===== src/rtl/jadd_pkg.sv =====
// Package for the joystick axis deadzone and debounce unit.
// Holds field widths, register indexes and reset values; depends on nothing.
package jadd_pkg;

  localparam int SAMPLE_W   = 12;
  localparam int CENTER_W   = 12;
  localparam int DEADZONE_W = 12;
  localparam int AXIS_W     = 15;
  localparam int DEBOUNCE_W = 8;
  localparam int OUT_W      = 16;
  localparam int CFG_DATA_W = 15;
  localparam int CFG_ADDR_W = 3;

  localparam int ADC_WIDTH_DEFAULT = 12;

  localparam int S_TDATA_W = 32;
  localparam int S_TUSER_W = 1;
  localparam int M_TDATA_W = 40;

  localparam logic [CFG_ADDR_W-1:0] REG_CENTER_X       = 3'd0;
  localparam logic [CFG_ADDR_W-1:0] REG_CENTER_Y       = 3'd1;
  localparam logic [CFG_ADDR_W-1:0] REG_DEADZONE       = 3'd2;
  localparam logic [CFG_ADDR_W-1:0] REG_AXIS_MAX       = 3'd3;
  localparam logic [CFG_ADDR_W-1:0] REG_DEBOUNCE_COUNT = 3'd4;

  localparam logic [CENTER_W-1:0]   CENTER_RESET   = 12'd2048;
  localparam logic [DEADZONE_W-1:0] DEADZONE_RESET = 12'd200;
  localparam logic [AXIS_W-1:0]     AXIS_MAX_RESET = 15'd1000;
  localparam logic [DEBOUNCE_W-1:0] DEBOUNCE_RESET = 8'd2;

endpackage


===== src/rtl/joystick_axis_deadzone_debounce_unit.sv =====
// Top level of the joystick axis deadzone and debounce unit: offset, deadzone,
// clamp and bit-serial rescale of both axes, plus the button debouncer.
// Depends on jadd_pkg.
//
// Channel  | Direction | Contents
// s_axis   | in        | tdata: sample_x, sample_y, button_pin; tuser: sample_ok
// m_axis   | out       | tdata: x_out, y_out, btn_held, btn_rise
// cfg      | in        | write enable, register index, write data
//
// Each transaction passes ST_PREP, ST_MUL and ST_DIV for the x axis, again for
// the y axis, then ST_OUT: each axis gets offset and clamp, a multiply and the
// restoring divider, which yields one quotient bit per cycle. The input is
// accepted again once the result has entered the output register; a result
// still waiting there holds the next result in ST_OUT until taken. Reset clears all
// control state and loads the register defaults.
module joystick_axis_deadzone_debounce_unit #(
  parameter int ADC_WIDTH = jadd_pkg::ADC_WIDTH_DEFAULT
) (
  input  logic                            clk_i,
  input  logic                            rst_ni,
  input  logic                            s_axis_tvalid,
  output logic                            s_axis_tready,
  // sample_x [11:0], sample_y [23:12], button_pin [24], zero padding
  input  logic [jadd_pkg::S_TDATA_W-1:0]  s_axis_tdata,
  // sample_ok [0]
  input  logic [jadd_pkg::S_TUSER_W-1:0]  s_axis_tuser,
  output logic                            m_axis_tvalid,
  input  logic                            m_axis_tready,
  // x_out [15:0], y_out [31:16], btn_held [32], btn_rise [33], zero padding
  output logic [jadd_pkg::M_TDATA_W-1:0]  m_axis_tdata,
  input  logic                            cfg_we_i,
  input  logic [jadd_pkg::CFG_ADDR_W-1:0] cfg_addr_i,
  input  logic [jadd_pkg::CFG_DATA_W-1:0] cfg_data_i
);

  localparam int SW_ = jadd_pkg::SAMPLE_W;
  localparam int AW_ = jadd_pkg::AXIS_W;
  localparam int OW_ = jadd_pkg::OUT_W;
  localparam int DW_ = jadd_pkg::DEBOUNCE_W;
  localparam int FullW = (ADC_WIDTH > SW_) ? ADC_WIDTH : SW_;
  localparam int VW = FullW + 3;
  localparam int ProdW = SW_ + AW_;
  localparam int CntW = $clog2(AW_);
  localparam logic [SW_-1:0] AdcMask =
    (ADC_WIDTH >= SW_) ? {SW_{1'b1}} : SW_'((2 ** ADC_WIDTH) - 1);
  localparam logic signed [VW-1:0] FullScale = VW'((2 ** ADC_WIDTH) - 1);

  typedef enum logic [4:0] {
    ST_IDLE = 5'b00001,
    ST_PREP = 5'b00010,
    ST_MUL  = 5'b00100,
    ST_DIV  = 5'b01000,
    ST_OUT  = 5'b10000
  } state_e;

  state_e state_q, state_d;

  logic [jadd_pkg::CENTER_W-1:0]   center_x_q, center_y_q;
  logic [jadd_pkg::DEADZONE_W-1:0] deadzone_q;
  logic [AW_-1:0]                  axis_max_q;
  logic [DW_-1:0]                  debounce_q;

  logic                            last_pin_q, stable_q;
  logic [DW_-1:0]                  match_q;

  logic [SW_-1:0] samp_x_q, samp_y_q;
  logic           ok_q, down_q, pressed_q, axis_q;
  logic [SW_-1:0] mag_q;
  logic [FullW-1:0] div_q, rem_q;
  logic [AW_-1:0] quo_q;
  logic           neg_q;
  logic [CntW-1:0] cnt_q;
  logic [OW_-1:0] x_res_q, y_res_q;

  logic                out_valid_q;
  logic [jadd_pkg::M_TDATA_W-1:0] out_data_q;

  logic accept, load_out;
  logic pressed_raw;
  logic [DW_-1:0] match_d;
  logic last_pin_d, stable_d;

  logic [SW_-1:0] raw_sel, center_sel;
  logic signed [VW-1:0] value, dz, span, mag, mag_c;
  logic zero_axis;
  logic [ProdW-1:0] prod;
  logic [FullW:0] trial;
  logic ge;
  logic [FullW:0] diff;
  logic [OW_-1:0] mag16, res;

  assign s_axis_tready = state_q == ST_IDLE;
  assign accept = s_axis_tvalid && s_axis_tready;
  assign load_out = (state_q == ST_OUT) && (!out_valid_q || m_axis_tready);
  assign m_axis_tvalid = out_valid_q;
  assign m_axis_tdata = out_data_q;

  // Debounce update for the transaction being accepted.
  assign pressed_raw = ~s_axis_tdata[2*SW_];
  always_comb begin
    if (pressed_raw == last_pin_q) begin
      last_pin_d = last_pin_q;
      match_d = (match_q < debounce_q) ? match_q + 1'b1 : match_q;
    end else begin
      last_pin_d = pressed_raw;
      match_d = DW_'(1);
    end
    stable_d = (match_d >= debounce_q) ? last_pin_d : stable_q;
  end

  // Offset, deadzone and clamp of the selected axis.
  always_comb begin
    raw_sel = axis_q ? samp_y_q : samp_x_q;
    center_sel = axis_q ? center_y_q : center_x_q;
    dz = VW'(deadzone_q);
    value = VW'(raw_sel & AdcMask) - VW'(center_sel);
    if (value > 0) begin
      span = FullScale - VW'(center_sel) - dz;
      mag = value - dz;
    end else begin
      span = VW'(center_sel) - dz;
      mag = -value - dz;
    end
    mag_c = (mag > span) ? span : mag;
    zero_axis = !ok_q || ((value > -dz) && (value < dz)) || (span <= 0);
  end

  assign prod = ProdW'(mag_q) * ProdW'(axis_max_q);

  always_comb begin
    trial = {rem_q, quo_q[AW_-1]};
    diff = trial - {1'b0, div_q};
    ge = trial >= {1'b0, div_q};
    mag16 = {1'b0, quo_q[AW_-2:0], ge};
    res = neg_q ? OW_'(-mag16) : mag16;
  end

  always_comb begin
    state_d = state_q;
    case (state_q)
      ST_IDLE: begin
        if (accept) begin
          state_d = ST_PREP;
        end
      end
      ST_PREP: state_d = ST_MUL;
      ST_MUL:  state_d = ST_DIV;
      ST_DIV: begin
        if (cnt_q == '0) begin
          state_d = axis_q ? ST_OUT : ST_PREP;
        end
      end
      ST_OUT: begin
        if (load_out) begin
          state_d = ST_IDLE;
        end
      end
      default: state_d = ST_IDLE;
    endcase
  end

  always_ff @(posedge clk_i or negedge rst_ni) begin
    if (!rst_ni) begin
      state_q <= ST_IDLE;
      center_x_q <= jadd_pkg::CENTER_RESET;
      center_y_q <= jadd_pkg::CENTER_RESET;
      deadzone_q <= jadd_pkg::DEADZONE_RESET;
      axis_max_q <= jadd_pkg::AXIS_MAX_RESET;
      debounce_q <= jadd_pkg::DEBOUNCE_RESET;
      last_pin_q <= 1'b0;
      stable_q <= 1'b0;
      match_q <= '0;
      axis_q <= 1'b0;
      out_valid_q <= 1'b0;
    end else begin
      state_q <= state_d;
      if (cfg_we_i) begin
        case (cfg_addr_i)
          jadd_pkg::REG_CENTER_X:       center_x_q <= cfg_data_i[jadd_pkg::CENTER_W-1:0];
          jadd_pkg::REG_CENTER_Y:       center_y_q <= cfg_data_i[jadd_pkg::CENTER_W-1:0];
          jadd_pkg::REG_DEADZONE:       deadzone_q <= cfg_data_i[jadd_pkg::DEADZONE_W-1:0];
          jadd_pkg::REG_AXIS_MAX:       axis_max_q <= cfg_data_i[AW_-1:0];
          jadd_pkg::REG_DEBOUNCE_COUNT: debounce_q <= cfg_data_i[DW_-1:0];
          default: ;
        endcase
      end
      if (accept) begin
        last_pin_q <= last_pin_d;
        match_q <= match_d;
        stable_q <= stable_d;
        axis_q <= 1'b0;
      end else if (state_q == ST_DIV && cnt_q == '0) begin
        axis_q <= 1'b1;
      end
      if (load_out) begin
        out_valid_q <= 1'b1;
      end else if (m_axis_tready) begin
        out_valid_q <= 1'b0;
      end
    end
  end

  always_ff @(posedge clk_i) begin
    if (accept) begin
      samp_x_q <= s_axis_tdata[SW_-1:0];
      samp_y_q <= s_axis_tdata[2*SW_-1:SW_];
      ok_q <= s_axis_tuser[0];
      down_q <= stable_d;
      pressed_q <= stable_d && !stable_q;
    end
    if (state_q == ST_PREP) begin
      neg_q <= !(value > 0);
      if (zero_axis) begin
        mag_q <= '0;
        div_q <= FullW'(1);
      end else begin
        mag_q <= mag_c[SW_-1:0];
        div_q <= span[FullW-1:0];
      end
    end
    if (state_q == ST_MUL) begin
      rem_q <= FullW'(prod[ProdW-1:AW_]);
      quo_q <= prod[AW_-1:0];
      cnt_q <= CntW'(AW_ - 1);
    end
    if (state_q == ST_DIV) begin
      rem_q <= ge ? diff[FullW-1:0] : trial[FullW-1:0];
      quo_q <= {quo_q[AW_-2:0], ge};
      cnt_q <= cnt_q - 1'b1;
      if (cnt_q == '0) begin
        if (axis_q) begin
          y_res_q <= res;
        end else begin
          x_res_q <= res;
        end
      end
    end
    if (load_out) begin
      out_data_q <= {6'b0, pressed_q, down_q, y_res_q, x_res_q};
    end
  end

endmodule


===== config.mk =====
export PLATFORM = sky130hd
export DESIGN_NAME = joystick_axis_deadzone_debounce_unit
export DESIGN_NICKNAME = d
export VERILOG_FILES = /design/src/rtl/jadd_pkg.sv /design/src/rtl/joystick_axis_deadzone_debounce_unit.sv
export SDC_FILE = /design/constraint.sdc
export NUM_CORES = 1
export LEC_CHECK = 0
export ABC_AREA = 1
export BUFFER_PORTS_ARGS = -buffer_cell sky130_fd_sc_hd__buf_4
export CAP_MARGIN = 10
export CORE_MARGIN = 3
export CORE_UTILIZATION = 50
export DETAILED_ROUTE_END_ITERATION = 16
export GPL_ROUTABILITY_DRIVEN = 0
export PLACE_DENSITY_LB_ADDON = 0.1
export SYNTH_ARGS = -nofsm -noshare
export SYNTH_HDL_FRONTEND = slang
export SYNTH_SLANG_ARGS = --single-unit

===== constraint.sdc =====
create_clock -name clk_i -period 6.74 [get_ports clk_i]
set_clock_uncertainty 0.05 [all_clocks]
set_input_delay 0.337 -clock clk_i [delete_from_list [all_inputs] [get_ports clk_i]]
set_output_delay 0.337 -clock clk_i [all_outputs]
set_load 0.01 [all_outputs]

==> key figures, run 1 <==
Setup path
  – Critical Path Slowest Stage Cell: dfrtp_1
  – Required @ worst endpoint: 6.95 ns
  – Nature of the critical path startpoint: register
  – Setup crit end kind: register
  – Crit Path Category: reg2reg
  – CP dominant cell by count: nand2_1
  – CP arrival: 6.51 ns
  – Max FO, Critical Path: 16
  – CP max stage delay: 0.39 ns

Synthesis
  – Synth cell types: 55
  – Post-synth ARST share: 33.8%
  – Number of synthesis warnings: 0
  – Top cell type's share of synthesized area: 22.2%
  – Largest area contributor in the netlist: edfxtp_1
  – Yosys reg bits: 225
  – EDFF count, synth: 149
  – Cell count after synthesis: 2445
  – Post-synthesis sequential area ratio: 31.6%
  – Most area-consuming cells after synthesis: edfxtp_1, fa_1, ha_1
  – Avg Cell Area, Syn: 8.26 sq um
  – Cell area after synthesis: 0.0202 sq mm
  – Main flop type after synthesis: edfxtp_1

Timing
  – Min Tclk post-route: 6.31 ns
  – FMAX: 0.159 GHz
  – Crit share post-route: 93.6%
  – Final Hold Viols: 0
  – Setup-failing EPs final: 0
  – Worst Max-Slew Pin Slew: 1.07 ns
  – Post-Route Setup TNS: 0 ns
  – Slew headroom: 28.3%
  – Max-slew violations: 0

Place
  – # port buffers: 84
  – Post-DP HPWL: 40.2 mm

Floorplan
  – Die Width: 207 microns
  – Die area: 0.0428 sq mm
  – Die Height: 207 microns
  – Core area: 0.0393 sq mm
  – Ports: 98
  – Initial Util: 51.4%
  – Row count: 72

CTS
  – CTS tree: yes
  – CTS max path bufs: 3
  – Num CTS Buffers: 27
  – Worst skew pair latency: 0.52 ns
  – Clock H-tree levels: 1
  – Clock tree sinks: 225
  – Reg clk slew, reported paths: 0.06 ns
  – Clk root buf: clkbuf_16

Routing
  – Initial DRC count: 985
  – Vias: 16300
  – WL/cell: 16.3 microns
  – Drt pass-1 iters: 8
  – Final WL: 50.4 mm
  – Final ANT Viol Nets: 0
  – DR DRC count: 0
  – Post-DR vias/cell: 5.29

Outcome
  – Status: finished clean

Flow run
  – Number of max-cap violations: 0

Final layout
  – Antenna diodes: 0
  – Fraction of layout cells with a size suffix above 1: 9.42%
  – Multi-input logic area: 0.0117 sq mm
  – NumNets Final: 2937
  – Reg area: 0.00639 sq mm
  – Area growth, synth to finish: 11.7%
  – Filler instances: 3575

GRT
  – Largest net degree at the start of global routing: 77
  – Grt ovf: 0
  – Global-route wire length before repair: 81.4 mm
  – Initial antenna violation count: 0
  – Number of global-route vias before repair: 16000
  – Total GRT Usage: 23.8%

Hold path
  – Hold Path Class: in2reg
-- placed cells by master (no fill, tap or decap), drive strengths merged, types with 16 or more instances in the layout --
master	n
dlygate4sd3	29
dfrtp	63
edfxtp	149
nor2	139
buf	111
clkbuf	34
ha	196
inv	483
nand3	86
o21ai	193
xor2	55
or2	24
fa	136
nand3b	16
nand4	25
a21oi	122
nand2	571
nor3	23
-- metal layers --
| layer | track usage [%] | vias to the layer above | share of wire [%] |
|---|---|---|---|
| met2 | 43.4 | 423 | 51 |
| li1 | - | 7989 | - |
| met4 | 7.34 | 0 | 3.1 |
| met3 | 2.12 | 89 | 4.0 |
| met5 | 0 | - | 0 |
| met1 | 30.0 | 7824 | 42 |
-- cell usage after synthesis (all sizes together) (23+ instances only) --
| cell type | count |
|---|---|
| a21oi | 122 |
| o21ai | 193 |
| nand4 | 25 |
| ha | 196 |
| dfrtp | 63 |
| xor2 | 55 |
| inv | 480 |
| nor2 | 139 |
| edfxtp | 149 |
| or2 | 24 |
| nand2 | 571 |
| clkbuf | 54 |
| nor3 | 23 |
| nand3 | 86 |
| fa | 136 |
-- critical path: cells and delay by family (launching register included) --
family | cells | cell delay (ns)
AOI/OAI and AO/OA | 8 | 1.03
adders and majority gates | 5 | 1.38
buffers and inverters | 11 | 0.91
DFF | 1 | 0.39
and+or+nand+nor | 22 | 2.24
-- area by class of cell --
cell class / count / share of cell area [%]
Inverter: 483 / 8.03
Sequential cell: 225 / 28.3
Tap cell: 518 / 2.87
Clock inverter: 14 / 0.754
Timing Repair Buffer: 140 / 4.98
Clock buffer: 34 / 3.11
Multi-Input combinational cell: 1672 / 51.9
-- metrics by stage --
| step | instances | hold slack [ns] | setup slack, ns | utilization, % | cell area, sq um |
|---|---|---|---|---|---|
| 5_1_grt | 3086 | 0.0682 | -0.0148 | 57.5 | 22600 |
| 4_1_cts | 3082 | 0.0302 | 0.199 | 57.4 | 22500 |
| 6_report | 3086 | 0.0576 | 0.431 | 57.5 | 22600 |
| 3_3_place_gp | 3005 | 0.352 | 0.431 | 54.4 | 21400 |
| 2_1_floorplan | 2450 | -0.00859 | 0.754 | - | 20200 |
| 3_5_place_dp | 3005 | 0.355 | 0.220 | 54.4 | 21400 |
-- what timing repair did --
action | 4_1_cts | 5_1_grt
endpoints found under the setup margin | 0 | 12
hold endpoints to repair | 91 | 0
gates resized for setup | 0 | 4
hold buffers | 29 | 0
setup buffers | 0 | 4
-- cell families (layout without fill, tap and decap cells) --
group / Yosys count / in the layout / share of synthesized area [%]
simple gates: 899 / 899 / 19.2
buf+inv: 553 / 671 / 10.6
compound gates: 359 / 359 / 9.56
fa+ha+maj: 332 / 332 / 25.6
flops: 225 / 225 / 31.6
xor+xnor: 68 / 68 / 2.95
mux: 8 / 8 / 0.415
other cells: 1 / 6 / 0.0186
-- registers in the layout, indices dropped and copies added, names as in the netlist, 4 cells and up --
signal	count
m_axis_tdata	34
x_res_q	16
y_res_q	16
axis_max_q	15
quo_q	15
center_x_q	12
center_y_q	12
deadzone_q	12
div_q	12
mag_q	12
rem_q	12
samp_x_q	12
samp_y_q	12
debounce_q	8
match_q	8
state_q	5
cnt_q	4
-- path summary, 6_finish.rpt --
kind,start,end,slack (ns),cells after the start
min in group asynchronous,rst_ni,axis_max_q[14],0.44,2
worst min-delay path,s_axis_tvalid,state_q[0],0.06,4
worst max register to register,axis_q,mag_q[6],0.43,46
worst min register to register,x_res_q[7],m_axis_tdata[7],0.37,0
worst max-delay path,axis_q,mag_q[6],0.43,46
max in group asynchronous,rst_ni,axis_q,5.56,2
Power of run 1 is left out: the tool's default activity adds up to more than one toggle a clock period on the data nets, which glitch-free logic cannot reach.
==> inputs of run 2 (changes only) <==
--- a/config.mk
+++ b/config.mk
@@ -12,7 +12,8 @@
 export CORE_UTILIZATION = 50
 export DETAILED_ROUTE_END_ITERATION = 16
 export GPL_ROUTABILITY_DRIVEN = 0
-export PLACE_DENSITY_LB_ADDON = 0.1
+export PLACE_DENSITY_LB_ADDON = 0.05
+export SKIP_LAST_GASP = 1
 export SYNTH_ARGS = -nofsm -noshare
 export SYNTH_HDL_FRONTEND = slang
 export SYNTH_SLANG_ARGS = --single-unit
==> key figures, run 2 (same netlist as run 1, synthesis figures left out) <==
CTS
  – Clock H-tree levels: 1
  – Clock tree sinks: 225
  – CTS max path bufs: 3
  – Reg clk slew, reported paths: 0.06 ns
  – Num CTS Buffers: 26
  – Worst skew pair latency: 0.55 ns
  – CTS tree: yes
  – Clk root buf: clkbuf_16

Timing
  – FMAX: 0.160 GHz
  – Crit share post-route: 92.7%
  – Post-Route Setup TNS: 0 ns
  – Setup-failing EPs final: 0
  – Slew headroom: 27.9%
  – Final Hold Viols: 0
  – Hold WS: 0.0669 ns
  – Min Tclk post-route: 6.24 ns
  – Worst Max-Slew Pin Slew: 1.08 ns
  – Max-slew violations: 0

Setup path
  – CP arrival: 6.46 ns
  – Reg-to-reg slack, setup: 0.50 ns
  – CP cell instances: nand2_1 -> fa_1 -> fa_1 -> inv_1 -> fa_1 -> inv_1 -> fa_1 -> inv_1 -> fa_1 -> ha_1 -> nand2_1 -> nor2_1 -> o21ai_0 -> o211ai_1 -> a21oi_1 -> nor3_1 -> nor2_1 -> o21ai_0 -> or2_2 -> nand3_1 -> nand2_1
  – Crit Path Category: reg2reg
  – Setup crit end kind: register
  – Worst path top cell family by delay: adder cells
  – Critical Path Slowest Stage Cell: edfxtp_1
  – Required @ worst endpoint: 6.96 ns
  – CP max stage delay: 0.74 ns
  – Critical path buffer and inverter count: 3
  – Nature of the critical path startpoint: register
  – CP dominant cell by count: fa_1
  – Max FO, Critical Path: 15

Hold path
  – Hold Path Class: in2reg

GRT
  – Number of global-route vias before repair: 16100
  – Total GRT Usage: 24.0%
  – Grt ovf: 0
  – Largest net degree at the start of global routing: 77
  – Global-route wire length before repair: 81.6 mm
  – Initial antenna violation count: 1

Place
  – # port buffers: 84
  – Post-DP HPWL: 40.2 mm

Final layout
  – Fraction of layout cells with a size suffix above 1: 9.58%
  – Most common cell after layout, fill and taps aside: nand2_1
  – Filler instances: 3681
  – Area growth, synth to finish: 11.9%
  – Antenna diodes: 0
  – Max FFs per register: 34
  – NumNets Final: 2935
  – Most frequent cells in the layout: nand2_1, inv_1, ha_1

Flow run
  – Number of max-cap violations: 0

Routing
  – DR DRC count: 0
  – WL/cell: 16.4 microns
  – Drt pass-1 iters: 5
  – Initial DRC count: 839
  – Post-DR vias/cell: 5.22
  – Vias: 16100
  – Final ANT Viol Nets: 0
  – Final WL: 50.5 mm

Floorplan
  – Core area: 0.0393 sq mm
  – Initial Util: 51.4%
  – Row count: 72
  – Die Height: 207 microns
  – Die area: 0.0428 sq mm
  – Ports: 98
  – Die Width: 207 microns

Outcome
  – Status: finished clean
==> run 2: cell types whose count changed in the layout (fill, tap and decap cells not counted), moves of 2 or more <==
cell,change
buf_4,-2
o21ai_0,-2
clkbuf_8,+4
a21oi_1,-2
clkbuf_1,-3
a21oi_2,+2
o21ai_1,+2
clkinv_1,+2
inv_8,-2
inv_4,+2
==> run 2: stage by stage <==
| step | utilization [%] | instance area [sq um] | setup slack, ns | std cells |
|---|---|---|---|---|
| floorplan | - | 20200 | 0.754 | 2450 |
| global placement | 54.4 | 21400 | 0.427 | 3005 |
| detailed placement | 54.4 | 21400 | 0.344 | 3005 |
| CTS | 57.4 | 22500 | 0.304 | 3083 |
| global route | 57.5 | 22600 | -0.0301 | 3085 |
| finish | 57.5 | 22600 | 0.495 | 3085 |
==> run 2: tightest hold or removal path: stages <==
cell,delay [ns]
buf_4,0.08
nor2_1,0.07
inv_1,0.08
nand2_1,0.06
==> run 2: cell type report <==
| class | instances | area (sq um) | share of cell area (%) |
|---|---|---|---|
| inverters | 483 | 1820 | 8.03 |
| well taps | 518 | 648 | 2.87 |
| flip-flops and latches | 225 | 6390 | 28.3 |
| repair buffers | 139 | 1120 | 4.95 |
| multi-input cells | 1672 | 11700 | 52.0 |
| clock buffers | 35 | 746 | 3.30 |
| clock inverters | 13 | 134 | 0.592 |
==> run 2: what timing repair did <==
item	4_1_cts	5_1_grt
setup endpoints to repair	0	12
hold buffers	30	0
setup buffers	0	2
hold endpoints to repair	92	0
gates resized for setup	0	12
==> run 2: path summary, 6_finish.rpt <==
| kind | cells past startpoint | start | end |
|---|---|---|---|
| setup / recovery | 21 | mag_q[11] | rem_q[8] |
| min in group asynchronous | 2 | rst_ni | match_q[5] |
| max in group asynchronous | 2 | rst_ni | axis_max_q[12] |
| hold reg to reg | 0 | x_res_q[0] | m_axis_tdata[0] |
| hold / removal | 4 | m_axis_tready | m_axis_tvalid |
| setup reg to reg | 21 | mag_q[11] | rem_q[8] |
==> run 2: layer usage <==
layer / wire length (microns) / part of all wire [%] / vias to the layer above / GRT usage, %
li1: - / - / 7993 / -
met1: 20700 / 41 / 7641 / 29.1
met2: 25500 / 50 / 346 / 43.1
met3: 2120 / 4.2 / 114 / 3.18
met4: 2200 / 4.4 / 0 / 9.54
met5: 0 / 0 / - / 0
Power of run 2 is left out for the same reason.
==> inputs of run 3 (changes only) <==
--- a/config.mk
+++ b/config.mk
@@ -8,7 +8,6 @@
 export ABC_AREA = 1
 export BUFFER_PORTS_ARGS = -buffer_cell sky130_fd_sc_hd__buf_4
 export CAP_MARGIN = 10
-export CORE_MARGIN = 3
 export CORE_UTILIZATION = 50
 export DETAILED_ROUTE_END_ITERATION = 16
 export GPL_ROUTABILITY_DRIVEN = 0
==> key figures, run 3 (same netlist as run 1, synthesis figures left out) <==
Timing
  – Worst Max-Slew Pin Slew: 1.11 ns
  – FMAX: 0.156 GHz
  – Max-slew violations: 0
  – Hold WS: 0.0507 ns
  – Min Tclk post-route: 6.39 ns
  – Setup-failing EPs final: 0
  – Slew headroom: 25.7%
  – Final Hold Viols: 0
  – Crit share post-route: 94.8%

CTS
  – Worst skew pair latency: 0.55 ns
  – Clock H-tree levels: 1
  – Clk root buf: clkbuf_16
  – CTS tree: yes
  – Reg clk slew, reported paths: 0.06 ns
  – CTS max path bufs: 3
  – Clock tree sinks: 225
  – Num CTS Buffers: 26

Routing
  – Initial DRC count: 825
  – Final WL: 50.8 mm
  – Drt pass-1 iters: 5
  – WL/cell: 16.4 microns
  – DR DRC count: 0
  – Final ANT Viol Nets: 0
  – Vias: 16200
  – Post-DR vias/cell: 5.24

Setup path
  – CP arrival: 6.61 ns
  – Nature of the critical path startpoint: register
  – Required @ worst endpoint: 6.96 ns
  – Critical Path Slowest Stage Cell: fa_2
  – Max FO, Critical Path: 24
  – Setup crit end kind: register
  – Crit Path Category: reg2reg
  – CP max stage delay: 0.42 ns
  – CP dominant cell by count: nand2_1

Final layout
  – Most common cell after layout, fill and taps aside: nand2_1
  – Antenna diodes: 0
  – Most frequent cells in the layout: nand2_1, inv_1, ha_1
  – NumNets Final: 2937
  – Area growth, synth to finish: 12.2%
  – Max FFs per register: 34
  – Fraction of layout cells with a size suffix above 1: 10.2%

GRT
  – Largest net degree at the start of global routing: 77
  – Initial antenna violation count: 0
  – Grt ovf: 0
  – Number of global-route vias before repair: 16300
  – Total GRT Usage: 25.2%
  – Global-route wire length before repair: 82.0 mm

Hold path
  – Hold Path Class: in2reg

Outcome
  – Status: finished clean

Floorplan
  – Row count: 73
  – Initial Util: 50.7%
  – Ports: 98
  – Core area: 0.0398 sq mm
  – Die area: 0.0412 sq mm
  – Die Width: 203 microns
  – Die Height: 203 microns

Place
  – Post-DP HPWL: 40.4 mm
  – # port buffers: 84

Flow run
  – Number of max-cap violations: 0
[run 3: critical path, delay by kind of cell, from the launching register on]
family	cells	cell delay, ns
AND/OR/NAND/NOR	18	1.98
multiplexers	1	0.28
flip-flops	1	0.40
buffers and inverters	8	0.84
adder cells (fa/ha/maj)	5	1.58
AO/OA/AOI/OAI	7	1.02
[run 3: timing repair]
action,in CTS,in global routing
setup endpoints to repair,0,12
setup buffers,0,3
resized for setup,0,29
hold buffers,29,0
hold endpoints to repair,91,0
[run 3: worst paths after layout]
path	start	end	slack (ns)	cells past startpoint
max in group asynchronous	rst_ni	axis_q	5.50	2
min in group asynchronous	rst_ni	axis_max_q[14]	0.43	2
worst min-delay path	s_axis_tvalid	state_q[0]	0.05	4
worst max register to register	axis_q	mag_q[6]	0.35	39
worst max-delay path	axis_q	mag_q[6]	0.35	39
worst min register to register	y_res_q[6]	m_axis_tdata[22]	0.37	0
[run 3: per-layer routing]
metal	part of all wire [%]	vias to the layer above	track usage, %	wire length, microns
li1	-	8003	-	-
met1	41	7700	30.1	20900
met2	51	403	46.0	25800
met3	4.2	98	2.87	2140
met4	4.0	0	10.1	2020
met5	0	-	0	0
[run 3: cell type report]
cell class / instances / area [sq um]
timing repair inverter: 1 / 7.51
multi-input combinational: 1672 / 11800
clock buffer: 30 / 687
sequential: 225 / 6390
timing repair buffer: 140 / 1140
fill: 3691 / 17200
inverter: 483 / 1820
clock inverter: 18 / 158
tap: 525 / 657
[run 3: stage by stage]
step	cell area, sq um	setup TNS (ns)	utilization, %	instances	worst slack [ns]
floorplan	20200	0	-	2450	0.754
global placement	21400	0	53.7	3013	0.446
detailed placement	21400	0	53.7	3013	0.155
CTS	22500	0	56.6	3090	0.131
global route	22700	-0.924	56.9	3094	-0.150
finish	22700	0	56.9	3094	0.348
Power of run 3 is left out for the same reason.
